**src/rtl/lpg_pkg.sv**
```systemverilog
`default_nettype none

package lpg_pkg;

	// Side length of the square tile in pixels; coordinates are held in COORD_W bits.
	localparam int TILE_SIZE = 64;
	localparam int COORD_W   = 6;
	localparam int COLOR_W   = 32;

	localparam logic [COORD_W-1:0] TILE_MAX = COORD_W'(TILE_SIZE - 1);

	// Commands from the controller to the datapath.
	typedef struct packed {
		logic capture;   // register a new line request
		logic setup;     // order the endpoints and load the walk registers
		logic advance;   // current pixel taken, step to the next one
	} lpg_cmd_t;

	// Status from the datapath to the controller.
	typedef struct packed {
		logic last;      // the walk sits on the final pixel of the line
	} lpg_status_t;

	// Saturate a coordinate to the tile.
	function automatic logic [COORD_W-1:0] clamp_coord(input logic [COORD_W-1:0] v);
		logic [COORD_W-1:0] r;
		r = v;
		if (v > TILE_MAX) begin
			r = TILE_MAX;
		end
		return r;
	endfunction

endpackage

`default_nettype wire

```
**src/rtl/lpg_datapath.sv**
```systemverilog
`default_nettype none

module lpg_datapath (
	input  wire logic                        clk,
	input  wire lpg_pkg::lpg_cmd_t           cmd,
	output lpg_pkg::lpg_status_t             status,
	input  wire logic [lpg_pkg::COORD_W-1:0] x_start,
	input  wire logic [lpg_pkg::COORD_W-1:0] y_start,
	input  wire logic [lpg_pkg::COORD_W-1:0] x_end,
	input  wire logic [lpg_pkg::COORD_W-1:0] y_end,
	input  wire logic [lpg_pkg::COLOR_W-1:0] line_color,
	output logic      [lpg_pkg::COORD_W-1:0] pixel_x,
	output logic      [lpg_pkg::COORD_W-1:0] pixel_y,
	output logic      [lpg_pkg::COLOR_W-1:0] pixel_color
);

	localparam int CW = lpg_pkg::COORD_W;

	// Captured request.
	logic [CW-1:0]              ax_q, ay_q, bx_q, by_q;
	logic [lpg_pkg::COLOR_W-1:0] color_q;

	// Walk registers.
	logic          steep_q;
	logic [CW-1:0] major_pos_q;
	logic [CW-1:0] major_stop_q;
	logic [CW-1:0] minor_pos_q;
	logic          minor_dir_down_q;
	logic [CW-1:0] major_span_q;
	logic [CW:0]   minor_span_twice_q;
	logic [CW+2:0] error_q;

	// Setup logic.
	logic [CW-1:0] adx, ady, ma0, mi0, ma1, mi1;
	logic [CW-1:0] o_ma0, o_mi0, o_ma1, o_mi1, dmin;
	logic          steep, swap;

	always_comb begin
		adx   = (bx_q > ax_q) ? (bx_q - ax_q) : (ax_q - bx_q);
		ady   = (by_q > ay_q) ? (by_q - ay_q) : (ay_q - by_q);
		steep = adx < ady;
		ma0   = steep ? ay_q : ax_q;
		mi0   = steep ? ax_q : ay_q;
		ma1   = steep ? by_q : bx_q;
		mi1   = steep ? bx_q : by_q;
		swap  = ma1 < ma0;
		o_ma0 = swap ? ma1 : ma0;
		o_mi0 = swap ? mi1 : mi0;
		o_ma1 = swap ? ma0 : ma1;
		o_mi1 = swap ? mi0 : mi1;
		dmin  = (o_mi1 > o_mi0) ? (o_mi1 - o_mi0) : (o_mi0 - o_mi1);
	end

	// Error step: gain twice the minor span, and if that passes the major
	// span, move the minor coordinate and lose twice the major span.
	logic [CW+3:0] err_sum, err_next, span_ext, span_twice_ext;
	logic          minor_step;

	always_comb begin
		err_sum        = {error_q[CW+2], error_q} + {3'b000, minor_span_twice_q};
		span_ext       = {4'b0000, major_span_q};
		span_twice_ext = {3'b000, major_span_q, 1'b0};
		minor_step     = $signed(err_sum) > $signed(span_ext);
		err_next       = minor_step ? (err_sum - span_twice_ext) : err_sum;
	end

	always_ff @(posedge clk) begin
		if (cmd.capture) begin
			ax_q    <= lpg_pkg::clamp_coord(x_start);
			ay_q    <= lpg_pkg::clamp_coord(y_start);
			bx_q    <= lpg_pkg::clamp_coord(x_end);
			by_q    <= lpg_pkg::clamp_coord(y_end);
			color_q <= line_color;
		end
		if (cmd.setup) begin
			steep_q            <= steep;
			major_pos_q        <= o_ma0;
			major_stop_q       <= o_ma1;
			minor_pos_q        <= o_mi0;
			minor_dir_down_q   <= !(o_mi1 > o_mi0);
			major_span_q       <= o_ma1 - o_ma0;
			minor_span_twice_q <= {dmin, 1'b0};
			error_q            <= '0;
		end else if (cmd.advance) begin
			major_pos_q <= major_pos_q + CW'(1);
			error_q     <= err_next[CW+2:0];
			if (minor_step) begin
				minor_pos_q <= minor_dir_down_q ? (minor_pos_q - CW'(1))
				                                : (minor_pos_q + CW'(1));
			end
		end
	end

	assign status.last = (major_pos_q == major_stop_q);
	assign pixel_x     = steep_q ? minor_pos_q : major_pos_q;
	assign pixel_y     = steep_q ? major_pos_q : minor_pos_q;
	assign pixel_color = color_q;

endmodule

`default_nettype wire

```
**src/rtl/lpg_ctrl.sv**
```systemverilog
`default_nettype none

module lpg_ctrl (
	input  wire logic                 clk,
	input  wire logic                 arst_n,
	input  wire logic                 in_valid,
	output logic                      in_ready,
	output logic                      out_valid,
	input  wire logic                 out_ready,
	output lpg_pkg::lpg_cmd_t         cmd,
	input  wire lpg_pkg::lpg_status_t status
);

	typedef enum logic [2:0] {
		ST_IDLE  = 3'b001,
		ST_SETUP = 3'b010,
		ST_WALK  = 3'b100
	} state_t;

	state_t state_q, state_next;

	always_comb begin
		state_next = state_q;
		unique case (state_q)
			ST_IDLE: begin
				if (in_valid) begin
					state_next = ST_SETUP;
				end
			end
			ST_SETUP: begin
				state_next = ST_WALK;
			end
			ST_WALK: begin
				if (out_ready && status.last) begin
					state_next = ST_IDLE;
				end
			end
			default: begin
				state_next = ST_IDLE;
			end
		endcase
	end

	always_ff @(posedge clk or negedge arst_n) begin
		if (!arst_n) begin
			state_q <= ST_IDLE;
		end else begin
			state_q <= state_next;
		end
	end

	assign in_ready    = (state_q == ST_IDLE);
	assign out_valid   = (state_q == ST_WALK);
	assign cmd.capture = in_ready && in_valid;
	assign cmd.setup   = (state_q == ST_SETUP);
	assign cmd.advance = out_valid && out_ready;

	a_capture_setup: assert property (@(posedge clk) disable iff (!arst_n)
		cmd.capture |=> cmd.setup)
		else $error("request capture not followed by setup");

	a_setup_walk: assert property (@(posedge clk) disable iff (!arst_n)
		cmd.setup |=> out_valid && !in_ready)
		else $error("setup not followed by the pixel walk");

	a_last_idle: assert property (@(posedge clk) disable iff (!arst_n)
		cmd.advance && status.last |=> in_ready && !out_valid)
		else $error("final pixel taken but block not idle");

	a_walk_holds: assert property (@(posedge clk) disable iff (!arst_n)
		out_valid && !status.last |=> out_valid)
		else $error("walk ended before the final pixel");

endmodule

`default_nettype wire

```
**src/rtl/line_pixel_generator.sv**
```systemverilog
`default_nettype none

// Line rasterizer for one 64 by 64 tile. A request carries two endpoints and
// a packed RGBA color; the block answers with every pixel of the line in walk
// order, one result per pixel, each with the request's color, and sets
// last_pixel on the final one. Lines steeper than 45 degrees are walked along
// y, others along x, always toward the larger major coordinate, with an
// integer error term stepping the minor coordinate. The request is captured at
// the accepting edge; the setup state then orders the endpoints and loads the
// walk registers, and the walk counter gives one pixel per cycle while
// out_ready stays high. Requests are handled one at a time; in_ready rises
// again in the cycle after the final pixel is taken.
module line_pixel_generator (
	input  wire logic                        clk,
	input  wire logic                        arst_n,
	input  wire logic                        in_valid,
	output logic                             in_ready,
	input  wire logic [lpg_pkg::COORD_W-1:0] x_start,
	input  wire logic [lpg_pkg::COORD_W-1:0] y_start,
	input  wire logic [lpg_pkg::COORD_W-1:0] x_end,
	input  wire logic [lpg_pkg::COORD_W-1:0] y_end,
	input  wire logic [lpg_pkg::COLOR_W-1:0] line_color,
	output logic                             out_valid,
	input  wire logic                        out_ready,
	output logic      [lpg_pkg::COORD_W-1:0] pixel_x,
	output logic      [lpg_pkg::COORD_W-1:0] pixel_y,
	output logic      [lpg_pkg::COLOR_W-1:0] pixel_color,
	output logic                             last_pixel
);

	// Commands and status between the controller and the datapath.
	lpg_pkg::lpg_cmd_t    cmd;
	lpg_pkg::lpg_status_t status;

	// The controller sequences capture, setup and the pixel walk, and owns
	// both handshakes.
	lpg_ctrl u_ctrl (
		.clk       (clk),
		.arst_n    (arst_n),
		.in_valid  (in_valid),
		.in_ready  (in_ready),
		.out_valid (out_valid),
		.out_ready (out_ready),
		.cmd       (cmd),
		.status    (status)
	);

	// The datapath holds the request and the walk registers; the pixel
	// outputs come straight from those registers.
	lpg_datapath u_datapath (
		.clk         (clk),
		.cmd         (cmd),
		.status      (status),
		.x_start     (x_start),
		.y_start     (y_start),
		.x_end       (x_end),
		.y_end       (y_end),
		.line_color  (line_color),
		.pixel_x     (pixel_x),
		.pixel_y     (pixel_y),
		.pixel_color (pixel_color)
	);

	// The final pixel is the one where the major coordinate reaches its end.
	assign last_pixel = status.last;

endmodule

`default_nettype wire
```
**config.mk**
```make
export PLATFORM = sky130hd
export DESIGN_NAME = line_pixel_generator
export DESIGN_NICKNAME = d
export VERILOG_FILES = /design/src/rtl/lpg_pkg.sv /design/src/rtl/lpg_datapath.sv /design/src/rtl/lpg_ctrl.sv /design/src/rtl/line_pixel_generator.sv
export SDC_FILE = /design/constraint.sdc
export NUM_CORES = 1
export LEC_CHECK = 0
export BUFFER_PORTS_ARGS = -buffer_cell sky130_fd_sc_hd__clkbuf_2
export CAP_MARGIN = 20
export CORE_ASPECT_RATIO = 1.75
export CORE_MARGIN = 2
export CORE_UTILIZATION = 58
export DETAILED_ROUTE_END_ITERATION = 8
export GPL_TIMING_DRIVEN = 0
export PLACE_DENSITY = 0.93
export SETUP_SLACK_MARGIN = 0.3
export SYNTH_ARGS = -nofsm -noshare
export SYNTH_HDL_FRONTEND = slang
export SYNTH_SLANG_ARGS = --single-unit
export TNS_END_PERCENT = 20
```
**constraint.sdc**
```tcl
create_clock -name clk -period 9.3 [get_ports clk]
set_clock_uncertainty 0.2 [all_clocks]
set_input_delay 0.465 -clock clk [delete_from_list [all_inputs] [get_ports clk]]
set_output_delay 0.465 -clock clk [all_outputs]
set_load 0.05 [all_outputs]
```
# == After elaboration in Yosys (flattened, before gate mapping) ==
# Index checks and enable logic that the tools add are counted.
# W data, S select, Z words.
# totals
rom_bits,0
word_cells,73
memories,0
latch_bits,0
mem_bits_rw,0
ff_bits,100
input_bits,60
# op_classes
multipliers,0
div_mod_pow,0
n_lt_le_gt_ge,10
n_addsub,12
shifts,0
reduce_logical,8
bitwise_logic,0
n_mux,23
eq_ne,6
# ops
op,count
$mux W6,19
$sub A6 B6 Y6,7
$gt A6 B6 Y1 const B,4
$gt A6 B6 Y1,3
$add A6 B1 Y6 const B,2
$lt A6 B6 Y1,2
$add A9 B8 Y10,1
$gt A10 B7 Y1,1
$mux W9,1
$pmux W3 S3,1
$sub A9 B7 Y9,1
$eq A6 B6 Y1,1
$mux W3,2
$sub A6 B1 Y6 const B,1
$ne A2 B2 Y1 const B,2
$reduce_and A2 Y1,2
$reduce_bool A2 Y1,2
$eq A3 B1 Y1 const B,1
$eq A3 B2 Y1 const B,1
$eq A3 B3 Y1 const B,1
$logic_and A1 B1 Y1,3
$logic_not A1 Y1,1

# == Logic depth before layout (Yosys ltp) ==
# Gate-level depths: netlist (run 1).
# logic_depth
depth_word,8
mapped_depth,41
ltp_nobuf,34

# == Cells and area by module ==
# A second synthesis (run 1) with hierarchy kept.
# unflattened
cells_unflattened,687
hier_area_um2,7010.5
# modules_own_cells
mod,n_inst,cells_each,area_per_inst_um2
lpg_datapath,1,671,6840.3
lpg_ctrl,1,16,170.2

# == Worst setup path after synthesis (run 1) ==
# No wires, ideal clock.
# synth_timing
kind,register to register
start,register u_datapath.bx_q[0]
end,register u_datapath.minor_span_twice_q[2] (data pin)
t_arrival_ns,7.440
t_required_ns,8.834
setup_time_ns,0.266
stages_incl_launch_ff,40
path_slack_ns,1.394
path_cell_list,edfxtp_1 -> inv_1 -> ha_1 -> inv_1 -> fa_1 -> a21o_1 -> a21o_1 -> a21o_1 -> a21oi_1 -> a31oi_1 -> a211oi_1 -> a21oi_1 -> xor2_1 -> ha_1 -> nand2_1 -> o21ai_0 -> a21o_1 -> buf_6 -> [... 4 more ...] -> o21ai_0 -> ha_1 -> nor2b_1 -> o211ai_1 -> a31oi_1 -> a221oi_4 -> buf_4 -> buf_4 -> buf_2 -> buf_2 -> o21ai_0 -> ha_1 -> nor2b_1 -> o21ba_2 -> o311a_1 -> o21ai_4 -> mux2i_1 -> xnor2_1
# synth_via
elab_chain_len,8
elab_cells_between_ends,16
# synth_rtl
item,line,text
start: declaration,lpg_datapath.sv:20,"logic [CW-1:0] ax_q, ay_q, bx_q, by_q;"
start signal: assignment,lpg_datapath.sv:71,bx_q <= lpg_pkg::clamp_coord(x_end);
$sub A6 B6 Y6 / $gt A6 B6 Y1 (equally long branches),lpg_datapath.sv:39,adx = (bx_q > ax_q) ? (bx_q - ax_q) : (ax_q - bx_q);
$mux W6,lpg_datapath.sv:39,
$lt A6 B6 Y1,lpg_datapath.sv:41,steep = adx < ady;
"$mux W6, on equally long branches","lpg_datapath.sv:44, lpg_datapath.sv:42",
$lt A6 B6 Y1,lpg_datapath.sv:46,swap = ma1 < ma0;
"$mux W6, on equally long branches","lpg_datapath.sv:48, lpg_datapath.sv:50",
$sub A6 B6 Y6 / $gt A6 B6 Y1 (equally long branches),lpg_datapath.sv:51,dmin = (o_mi1 > o_mi0) ? (o_mi1 - o_mi0) : (o_mi0 - o_mi1);
$mux W6 (*),lpg_datapath.sv:51,
named net u_datapath.dmin[1],lpg_datapath.sv:35,"logic [CW-1:0] o_ma0, o_mi0, o_ma1, o_mi1, dmin;"
end signal: assignment,lpg_datapath.sv:82,"minor_span_twice_q <= {dmin, 1'b0};"
end: declaration,lpg_datapath.sv:30,logic [CW:0] minor_span_twice_q;
# Mark *: on every way through the listed nets, which the timed path passes. The rest lies on a longest branch.
# A chain may end at the register's enable or synchronous reset.

# == Worst setup path in the final report (run 1) ==
# layout_timing
start,register u_datapath.by_q[0]
end,register u_datapath.minor_span_twice_q[2] (data pin)
# layout_via
elab_chain_len,8
elab_cells_between_ends,16
# layout_rtl
item,line,text
start: declaration,lpg_datapath.sv:20,
start signal: assignment,lpg_datapath.sv:72,by_q <= lpg_pkg::clamp_coord(y_end);
$sub A6 B6 Y6 / $gt A6 B6 Y1 (equally long branches),lpg_datapath.sv:40,ady = (by_q > ay_q) ? (by_q - ay_q) : (ay_q - by_q);
$mux W6,lpg_datapath.sv:40,
$lt A6 B6 Y1,lpg_datapath.sv:41,
"$mux W6, on equally long branches","lpg_datapath.sv:44, lpg_datapath.sv:42",
$lt A6 B6 Y1,lpg_datapath.sv:46,
"$mux W6, on equally long branches","lpg_datapath.sv:48, lpg_datapath.sv:50",
$sub A6 B6 Y6 / $gt A6 B6 Y1 (equally long branches),lpg_datapath.sv:51,
$mux W6 (*),lpg_datapath.sv:51,
named net u_datapath.dmin[1],lpg_datapath.sv:35,
# Marked as above.

==> results.json, run 1 <==
{
  "routed_wl_mm": 18.6,
  "synth.area.mux_share": 0.101,
  "coreArea_sq_um": 11900,
  "grt_pass1_wl_mm": 28.6,
  "crit_start": "u_datapath.by_q[0]$_SDFFCE_PN1P_",
  "synth.distinct_cells": 62,
  "r2r_cells": 40,
  "grt_use_total": 0.291,
  "rsz0062_at_grt": "false",
  "die-area_sq_um": 13000,
  "final_common_cell": "edfxtp_1",
  "mostFrequentLayoutCells": "88 x edfxtp_1, 82 x clkbuf_2, 61 x ha_1, 57 x inv_1, 56 x nand2_1",
  "antenna_found_initial": 0,
  "hold_depth": 2,
  "avgRoutedWirePerCell_um": 20.1,
  "min_to": "u_ctrl.state_q[0]$_DFFE_PN1P_",
  "num_rows": 53,
  "die_w_um": 87.2,
  "worst_slew_pin_slew_ps": 885,
  "worst_setup_path_start_kind": "register",
  "clk_pin_slew_worst_paths_ps": 70,
  "slew_viol_final": 0,
  "htree_num_levels": 3,
  "synth.yosys.warnings": 0,
  "synth_top_family_by_area": "compound AO/OA/AOI/OAI gates",
  "synth_seq_cells": 99,
  "synth-edff-count": 88,
  "via_per_inst": 6.14,
  "seq_area_frac_synth": 0.410,
  "crit_type": "register to register",
  "path_buf_inv": 10,
  "antenna_cells": 0,
  "regToRegEndpoint": "u_datapath.minor_span_twice_q[2]$_DFFE_PP_",
  "fin_crit_sh": 0.938,
  "path_common_cell": "a21o_1",
  "ant_nets": 0,
  "design_area_sq_um": 8100,
  "finish.utilization": 0.679,
  "clock_sinks": 99,
  "outcome": "finished clean",
  "clockRootBuffer": "clkbuf_16",
  "synth.area.top_cells": "edfxtp_1 38%, ha_1 11%, mux2i_1 7.1%",
  "crit_arrival_ps": 8620,
  "ys.flop_type": "edfxtp_1",
  "firstDrtPassIters": 5,
  "area.growth.synth_to_final_pct": 15.4,
  "grt_pass1_vias": 5873,
  "cts_buffers": 9,
  "hold_path.class": "input port to register",
  "fillers": 853,
  "hold_start": "in_valid",
  "die_h_um": 150,
  "worstReg2RegStart": "u_datapath.by_q[0]$_SDFFCE_PN1P_",
  "max_cap_viol_count": 0,
  "clk_latency_ps": 360,
  "synth_compound_gate_area_share": 0.146,
  "place_area_sq_um": 7640,
  "cp_slowest_cell": "edfxtp_1",
  "min_period_ps": 8720,
  "place.port_buffers": 82,
  "synthCells": 683,
  "cp-end-kind": "register",
  "required_ps": 9200,
  "synth_nets": 812,
  "synth_top_area_frac": 0.376,
  "start_util": 0.588,
  "overflow": 0,
  "setup_viol_count_final": 0,
  "hold_viol": 0,
  "synth_xor_area_frac": 0.0561,
  "synthSimpleGateAreaFrac": 0.100,
  "io_pins": 107,
  "drc": 0,
  "ff2ff_setup_slack_ps": 580,
  "num_vias": 5693,
  "grt_start_max_net_pins": 44,
  "synthAdderAreaFrac": 0.130,
  "cts_tree": "done",
  "cp_max_fo": 10,
  "max-slew-margin-rel": 0.404,
  "synth-async-reset-ratio": 0.0303,
  "holdWs_ps": 68.6,
  "slowest_delay_ps": 420,
  "cp_top_family": "compound AO/OA/AOI/OAI gates",
  "hpwl_mm": 14.2,
  "synth_area_sq_um": 7020,
  "max_freq_mhz": 115,
  "globalplace.congestion": 0.989,
  "drive_above_1_share": 0.199,
  "totalNegativeSetupSlack_ps": 0,
  "ctsLongestPathBuffers": 2,
  "layout.nets": 914,
  "drt_iter0_drc": 447,
  "syn_area_per_cell_sq_um": 10.3,
  "synth_area_leader_cell": "edfxtp_1"
}
==> synthesized netlist by cell type, drive strengths merged, types with 19 or more instances <==
master,instances
ha,62
nand2,56
inv,58
xor2,19
nor2,36
a21oi,49
a21o,29
xnor2,26
edfxtp,88
o21ai,30
mux2i,50
clkbuf,29
==> state kept, by name, summed over array words and instances, names as in the netlist <==
signal	count
u_datapath.minor_dir_down_q	1
u_datapath.ay_q	6
u_datapath.major_stop_q	6
u_datapath.ax_q	6
u_datapath.pixel_color	32
u_datapath.steep_q	1
u_datapath.error_q	8
u_datapath.minor_span_twice_q	6
u_datapath.minor_pos_q	6
u_ctrl.state_q	3
u_datapath.bx_q	6
u_datapath.major_span_q	6
u_datapath.major_pos_q	6
u_datapath.by_q	6
==> how the worst max path moves through the flow <==
stage                                            endpoint  cells past startpoint
2_1_floorplan  u_datapath.minor_span_twice_q[2]$_DFFE_PP_                     39
3_3_place_gp   u_datapath.minor_span_twice_q[6]$_DFFE_PP_                     40
3_5_place_dp   u_datapath.minor_span_twice_q[2]$_DFFE_PP_                     39
4_1_cts        u_datapath.minor_span_twice_q[3]$_DFFE_PP_                     37
5_1_grt        u_datapath.minor_span_twice_q[2]$_DFFE_PP_                     40
6_report       u_datapath.minor_span_twice_q[2]$_DFFE_PP_                     40
==> repair_timing <==
action                                  in CTS  in global routing
endpoints found under the setup margin       6                  6
pin swaps                                    1                  6
endpoints found under the hold margin        3                  0
gates resized for setup                      7                 21
hold buffers                                 1                  0
buffers inserted                             1                  5
==> logic make-up (layout without fill, tap and decap cells) <==
logic type	count (synthesis)	count (layout)
compound gates	157	157
simple gates	148	148
flops	99	99
buf+inv	99	206
fa+ha+maj	69	69
mux	66	66
xor+xnor	45	45
==> stage by stage <==
step,worst slack (ps),instances
finish,576,927
global route,288,927
CTS,344,922
detailed placement,-231,904
global placement,-57.1,902
floorplan,1390,683
==> layout make-up <==
cell class,count,area (sq um),area share
buffer,41,208,0.0256
clock buffer,9,225,0.0278
clock inverter,7,91.3,0.0113
inverter,58,218,0.0269
multi-input combinational,485,3810,0.470
sequential,99,2880,0.355
tap,137,171,0.0212
timing repair buffer,91,500,0.0618
==> metal layers <==
metal  up-vias  track usage  share of wire
met2       269        0.544           0.55
met4         0        0.200          0.080
met3        98       0.0706          0.056
met5         -            0              0
li1       2642            -              -
met1      2684        0.264           0.31
Power of run 1 is left out: the tool's default activity adds up to more than one toggle a clock period on the data nets, which glitch-free logic cannot reach.
==> run 2: changes to the inputs <==
--- a/config.mk
+++ b/config.mk
@@ -16,5 +16,6 @@
 export SETUP_SLACK_MARGIN = 0.3
 export SYNTH_ARGS = -nofsm -noshare
 export SYNTH_HDL_FRONTEND = slang
+export SYNTH_HIERARCHICAL = 1
 export SYNTH_SLANG_ARGS = --single-unit
 export TNS_END_PERCENT = 20
==> constraint.sdc (replaced) <==
create_clock -name clk -period 9.1 [get_ports clk]
set_clock_uncertainty 0.2 [all_clocks]
set_input_delay 0.455 -clock clk [delete_from_list [all_inputs] [get_ports clk]]
set_output_delay 0.455 -clock clk [all_outputs]
set_load 0.05 [all_outputs]
==> run 2 against run 1 <==
Against the previous run: utilization grew 2.4 points; final cell count is 2.5% higher; fmax fell by 3.2%; non-clock buffer count rose by 26; setup slack got worse by 490 ps; critical path type unchanged.
==> results.json, run 2 <==
{
  "outcome": "finished clean",
  "setup_viol_count_final": 0,
  "hold_path.class": "input port to register",
  "synth.distinct_cells": 67,
  "ctsLongestPathBuffers": 2,
  "synthTopCellsByCount": "88 x edfxtp_1, 68 x inv_1, 65 x ha_1, 61 x a21oi_1, 51 x nor2_1",
  "worst_slew_pin_slew_ps": 806,
  "synth_nets": 821,
  "die_h_um": 149,
  "via_per_inst": 6.42,
  "ant_nets": 0,
  "hpwl_mm": 13.1,
  "die_w_um": 87.1,
  "synth_area_leader_cell": "edfxtp_1",
  "drc": 0,
  "htree_num_levels": 3,
  "synth_area_sq_um": 7010,
  "layout.nets": 942,
  "antenna_found_initial": 0,
  "max_cap_viol_count": 0,
  "clk_latency_ps": 360,
  "ys.flop_type": "edfxtp_1",
  "cp_max_fo": 10,
  "drive_above_1_share": 0.255,
  "crit_arrival_ps": 8920,
  "final_common_cell": "edfxtp_1",
  "overflow": 0,
  "max-slew-margin-rel": 0.463,
  "routed_wl_mm": 20.4,
  "cp-end-kind": "register",
  "grt_use_total": 0.275,
  "num_rows": 53,
  "clock_sinks": 99,
  "max_freq_mhz": 111,
  "place_area_sq_um": 7590,
  "area.growth.synth_to_final_pct": 19.6,
  "io_pins": 107,
  "syn_area_per_cell_sq_um": 10.2,
  "grt_start_max_net_pins": 58,
  "worst_setup_path_start_kind": "register",
  "die-area_sq_um": 13000,
  "seq_area_frac_synth": 0.411,
  "crit_type": "register to register",
  "cp_slowest_cell": "edfxtp_1",
  "grt_pass1_vias": 6055,
  "design_area_sq_um": 8390,
  "largest_reg_flops": 32,
  "ff2ff_setup_slack_ps": 90,
  "hold_viol": 0,
  "slowest_delay_ps": 430,
  "worstReg2RegStart": "u_datapath/by_q[0]$_SDFFCE_PN1P_",
  "cts_buffers": 9,
  "grt_pass1_wl_mm": 27.5,
  "cts_tree": "done",
  "holdWs_ps": 58.2,
  "num_vias": 6099,
  "synth-async-reset-ratio": 0.0303,
  "mostFrequentLayoutCells": "88 x edfxtp_1, 82 x clkbuf_2, 64 x inv_1, 61 x ha_1, 49 x nor2_1",
  "synthCells": 687,
  "hold_depth": 1,
  "firstDrtPassIters": 5,
  "regToRegEndpoint": "u_datapath/minor_span_twice_q[6]$_DFFE_PP_",
  "place.port_buffers": 82,
  "globalplace.congestion": 0.929,
  "coreArea_sq_um": 11900,
  "drt_iter0_drc": 579,
  "synth_top_area_frac": 0.377,
  "multi_input_area_sq_um": 3850,
  "clk_pin_slew_worst_paths_ps": 70,
  "slew_viol_final": 0,
  "r2r_cells": 43,
  "seq_area_sq_um": 2880,
  "synth.area.top_cells": "edfxtp_1 38%, ha_1 12%, mux2i_1 5.3%",
  "antenna_cells": 0,
  "avgRoutedWirePerCell_um": 21.4,
  "synth_most_common_cell": "edfxtp_1",
  "fillers": 769,
  "fin_crit_sh": 0.990,
  "required_ps": 9010,
  "min_period_ps": 9010,
  "clockRootBuffer": "clkbuf_16",
  "hold_start": "x_end[4]",
  "finish.utilization": 0.703,
  "synth.yosys.warnings": 6,
  "start_util": 0.587,
  "min_to": "u_datapath/bx_q[4]$_SDFFCE_PN1P_",
  "synth_seq_cells": 99,
  "synth-edff-count": 88
}
[run 2: kinds of logic after synthesis]
kind of cell             count (synthesis)  share of synthesized area
AO/OA/AOI/OAI                          163                      0.155
AND/OR/NAND/NOR                        138                     0.0930
buffers and inverters                  119                     0.0669
flip-flops                              99                      0.411
adder cells (fa/ha/maj)                 74                      0.142
multiplexers                            56                     0.0850
XOR/XNOR                                38                     0.0475
[run 2: layout make-up]
class                   instances  area share
clock inverters                 6     0.00582
multi-input cells             469       0.459
well taps                     137      0.0204
clock buffers                  10      0.0273
flip-flops and latches         99       0.343
plain buffers                  48      0.0360
inverters                      71      0.0319
repair buffers                110      0.0764
[run 2: worst max-delay path by stage]
stage | to | cells past startpoint | startpoint
floorplan | u_datapath/minor_span_twice_q[6]$_DFFE_PP_ | 48 | u_datapath/bx_q[0]$_SDFFCE_PN1P_
global placement | u_datapath/minor_span_twice_q[6]$_DFFE_PP_ | 47 | u_datapath/by_q[0]$_SDFFCE_PN1P_
detailed placement | u_datapath/minor_span_twice_q[6]$_DFFE_PP_ | 48 | u_datapath/by_q[0]$_SDFFCE_PN1P_
CTS | u_datapath/minor_span_twice_q[6]$_DFFE_PP_ | 45 | u_datapath/bx_q[0]$_SDFFCE_PN1P_
global route | u_datapath/minor_span_twice_q[4]$_DFFE_PP_ | 42 | u_datapath/ay_q[3]$_SDFFCE_PN1P_
finish | u_datapath/minor_span_twice_q[6]$_DFFE_PP_ | 43 | u_datapath/by_q[0]$_SDFFCE_PN1P_
[run 2: metal layers]
layer,track usage,wire length [um],part of all wire
met2,0.505,10600,0.52
met3,0.0568,1540,0.076
met4,0.226,1820,0.089
met1,0.248,6400,0.31
met5,0,0,0
[run 2: stage by stage]
step	instances	worst slack (ps)	setup TNS, ps
6_report	950	87.1	0
5_1_grt	950	-150	-296
4_1_cts	928	335	0
3_5_place_dp	906	-1290	-5530
3_3_place_gp	906	-953	-3760
2_1_floorplan	687	328	0
[run 2: timing repair]
| action | in CTS | in global routing |
|---|---|---|
| gates cloned | 0 | 1 |
| hold endpoints to repair | 3 | 0 |
| setup endpoints to repair | 6 | 5 |
| hold buffers | 1 | 0 |
| pin swaps | 5 | 22 |
| gates resized for setup | 42 | 35 |
| setup buffers | 5 | 21 |
[run 2: worst max-delay path, delay by kind of cell (launching register included)]
| kind | cells | cell delay, ps |
|---|---|---|
| xor+xnor | 2 | 360 |
| buf+inv | 11 | 1460 |
| compound gates | 20 | 3380 |
| fa+ha+maj | 5 | 1710 |
| mux | 1 | 360 |
| simple gates | 4 | 790 |
| flops | 1 | 430 |
Power of run 2 is left out for the same reason.
==> run 3: changes to the inputs <==
--- a/config.mk
+++ b/config.mk
@@ -13,6 +13,7 @@
 export DETAILED_ROUTE_END_ITERATION = 8
 export GPL_TIMING_DRIVEN = 0
 export PLACE_DENSITY = 0.93
+export REMOVE_ABC_BUFFERS = 1
 export SETUP_SLACK_MARGIN = 0.3
 export SYNTH_ARGS = -nofsm -noshare
 export SYNTH_HDL_FRONTEND = slang
==> run 3 against run 2 <==
Against the previous run: routed wire length decreased by 8.9%; clock-buffer cell count decreased by 1; hold slack improved by 21 ps; flip-flop and latch count unchanged; global-route usage decreased by 1.0 points; die area unchanged; first-iteration DRC count decreased by 6.0%; fmax increased by 3.2%; critical endpoint unchanged.
==> results.json, run 3 (synthesized netlist as in run 2, its figures left out) <==
{
  "max_freq_mhz": 115,
  "max-slew-margin-rel": 0.344,
  "clk_pin_slew_worst_paths_ps": 70,
  "die_w_um": 87.1,
  "layout_setup_ws_ps": 368,
  "required_ps": 8990,
  "min_period_ps": 8730,
  "path_common_cell": "a21o_1",
  "grt_use_total": 0.265,
  "r2r_cells": 42,
  "largest_reg_flops": 32,
  "clockRootBuffer": "clkbuf_16",
  "firstDrtPassIters": 5,
  "mostFrequentLayoutCells": "106 x clkbuf_2, 88 x edfxtp_1, 67 x inv_1, 62 x ha_1, 49 x nor2_1",
  "clk_latency_ps": 350,
  "grt_pass1_wl_mm": 26.6,
  "drc": 0,
  "layout.nets": 914,
  "globalplace.congestion": 0.914,
  "pre_cts_slack_ps": -682,
  "crit_type": "register to register",
  "io_pins": 107,
  "cts_buffers": 9,
  "cp_slowest_cell": "fa_1",
  "htree_num_levels": 3,
  "hold_viol": 0,
  "ctsLongestPathBuffers": 2,
  "drive_above_1_share": 0.257,
  "avgRoutedWirePerCell_um": 20.1,
  "ff2ff_setup_slack_ps": 370,
  "cp_max_fo": 27,
  "place.port_buffers": 106,
  "outcome": "finished clean",
  "antenna_cells": 0,
  "coreArea_sq_um": 11900,
  "final_common_cell": "clkbuf_2",
  "num_vias": 5919,
  "die_h_um": 149,
  "slowest_delay_ps": 420,
  "cp-end-kind": "register",
  "drt_iter0_drc": 544,
  "rsz0062_at_grt": "false",
  "fin_crit_sh": 0.960,
  "overflow": 0,
  "hold_path.class": "input port to register",
  "cts_tree": "done",
  "crit_arrival_ps": 8620,
  "worstReg2RegStart": "u_datapath/by_q[0]$_SDFFCE_PN1P_",
  "setup_viol_count_final": 0,
  "area.growth.synth_to_final_pct": 17.0,
  "critPathCapture": "u_datapath/minor_span_twice_q[6]$_DFFE_PP_",
  "routed_wl_mm": 18.6,
  "hpwl_mm": 12.1,
  "grt_pass1_vias": 5716,
  "die-area_sq_um": 13000,
  "num_rows": 53,
  "holdWs_ps": 79.1,
  "clock_sinks": 99,
  "ant_nets": 0,
  "worst_slew_pin_slew_ps": 983,
  "via_per_inst": 6.42,
  "slew_viol_final": 0,
  "max_cap_viol_count": 0,
  "crit_start": "u_datapath/by_q[0]$_SDFFCE_PN1P_",
  "antenna_found_initial": 0,
  "start_util": 0.587,
  "worst_setup_path_start_kind": "register",
  "grt_start_max_net_pins": 58,
  "regToRegEndpoint": "u_datapath/minor_span_twice_q[6]$_DFFE_PP_"
}
## run 3: cell types whose count changed in the layout (fill, tap and decap cells not counted), sizes merged
| cell | delta |
|---|---|
| buf | -19 |
| bufbuf | +1 |
| clkbuf | -11 |
| clkinvlp | +1 |
## run 3: area by class of cell
cell class,instances,area [sq um]
Inverter,71,268
Clock inverter,7,50.0
Tap cell,137,171
Timing Repair Buffer,130,806
Sequential cell,99,2880
Fill cell,768,3730
Clock buffer,9,225
Multi-Input combinational cell,469,3810
## run 3: worst min-delay path by stage
stage	to	cells past startpoint	slack, ps	startpoint
2_1_floorplan	u_ctrl/state_q[1]$_DFFE_PN0P_	0	-40	arst_n
3_3_place_gp	u_ctrl/state_q[1]$_DFFE_PN0P_	1	50	arst_n
3_5_place_dp	u_ctrl/state_q[2]$_DFFE_PN0P_	1	50	arst_n
4_1_cts	u_datapath/ay_q[4]$_SDFFCE_PN1P_	1	70	y_start[4]
5_1_grt	u_datapath/pixel_color[2]$_DFFE_PP_	1	70	line_color[2]
6_report	u_datapath/pixel_color[2]$_DFFE_PP_	1	80	line_color[2]
## run 3: metrics by stage
stage	util	instance area [sq um]	setup TNS (ps)	cells
after global routing	0.687	8210	0	922
after detailed placement	0.635	7580	-2100	885
after global placement	0.629	7510	-29540	882
after CTS	0.667	7960	0	906
after floorplan	-	6810	-4580	639
final	0.687	8210	0	922
## run 3: critical path, delay by kind of cell (launching register included)
kind	cells	cell delay (ps)
simple gates	6	970
buf+inv	8	1020
xor+xnor	2	300
compound gates	19	3510
fa+ha+maj	6	1840
flops	1	410
mux	1	200
## run 3: per-layer routing
metal	share of wire	global-route usage	up-vias
met2	0.51	0.475	404
met4	0.090	0.184	0
met1	0.32	0.264	2765
met5	0	0	-
li1	-	-	2618
met3	0.081	0.0579	132
## run 3: what timing repair did
action                     in CTS  in global routing
resized for setup               8                 19
gates cloned                    1                  2
buffers inserted                3                 14
setup endpoints to repair       6                  5
hold buffers                    1                  0
pin swaps                       4                  8
hold endpoints to repair        3                  0
Power of run 3 is left out for the same reason.
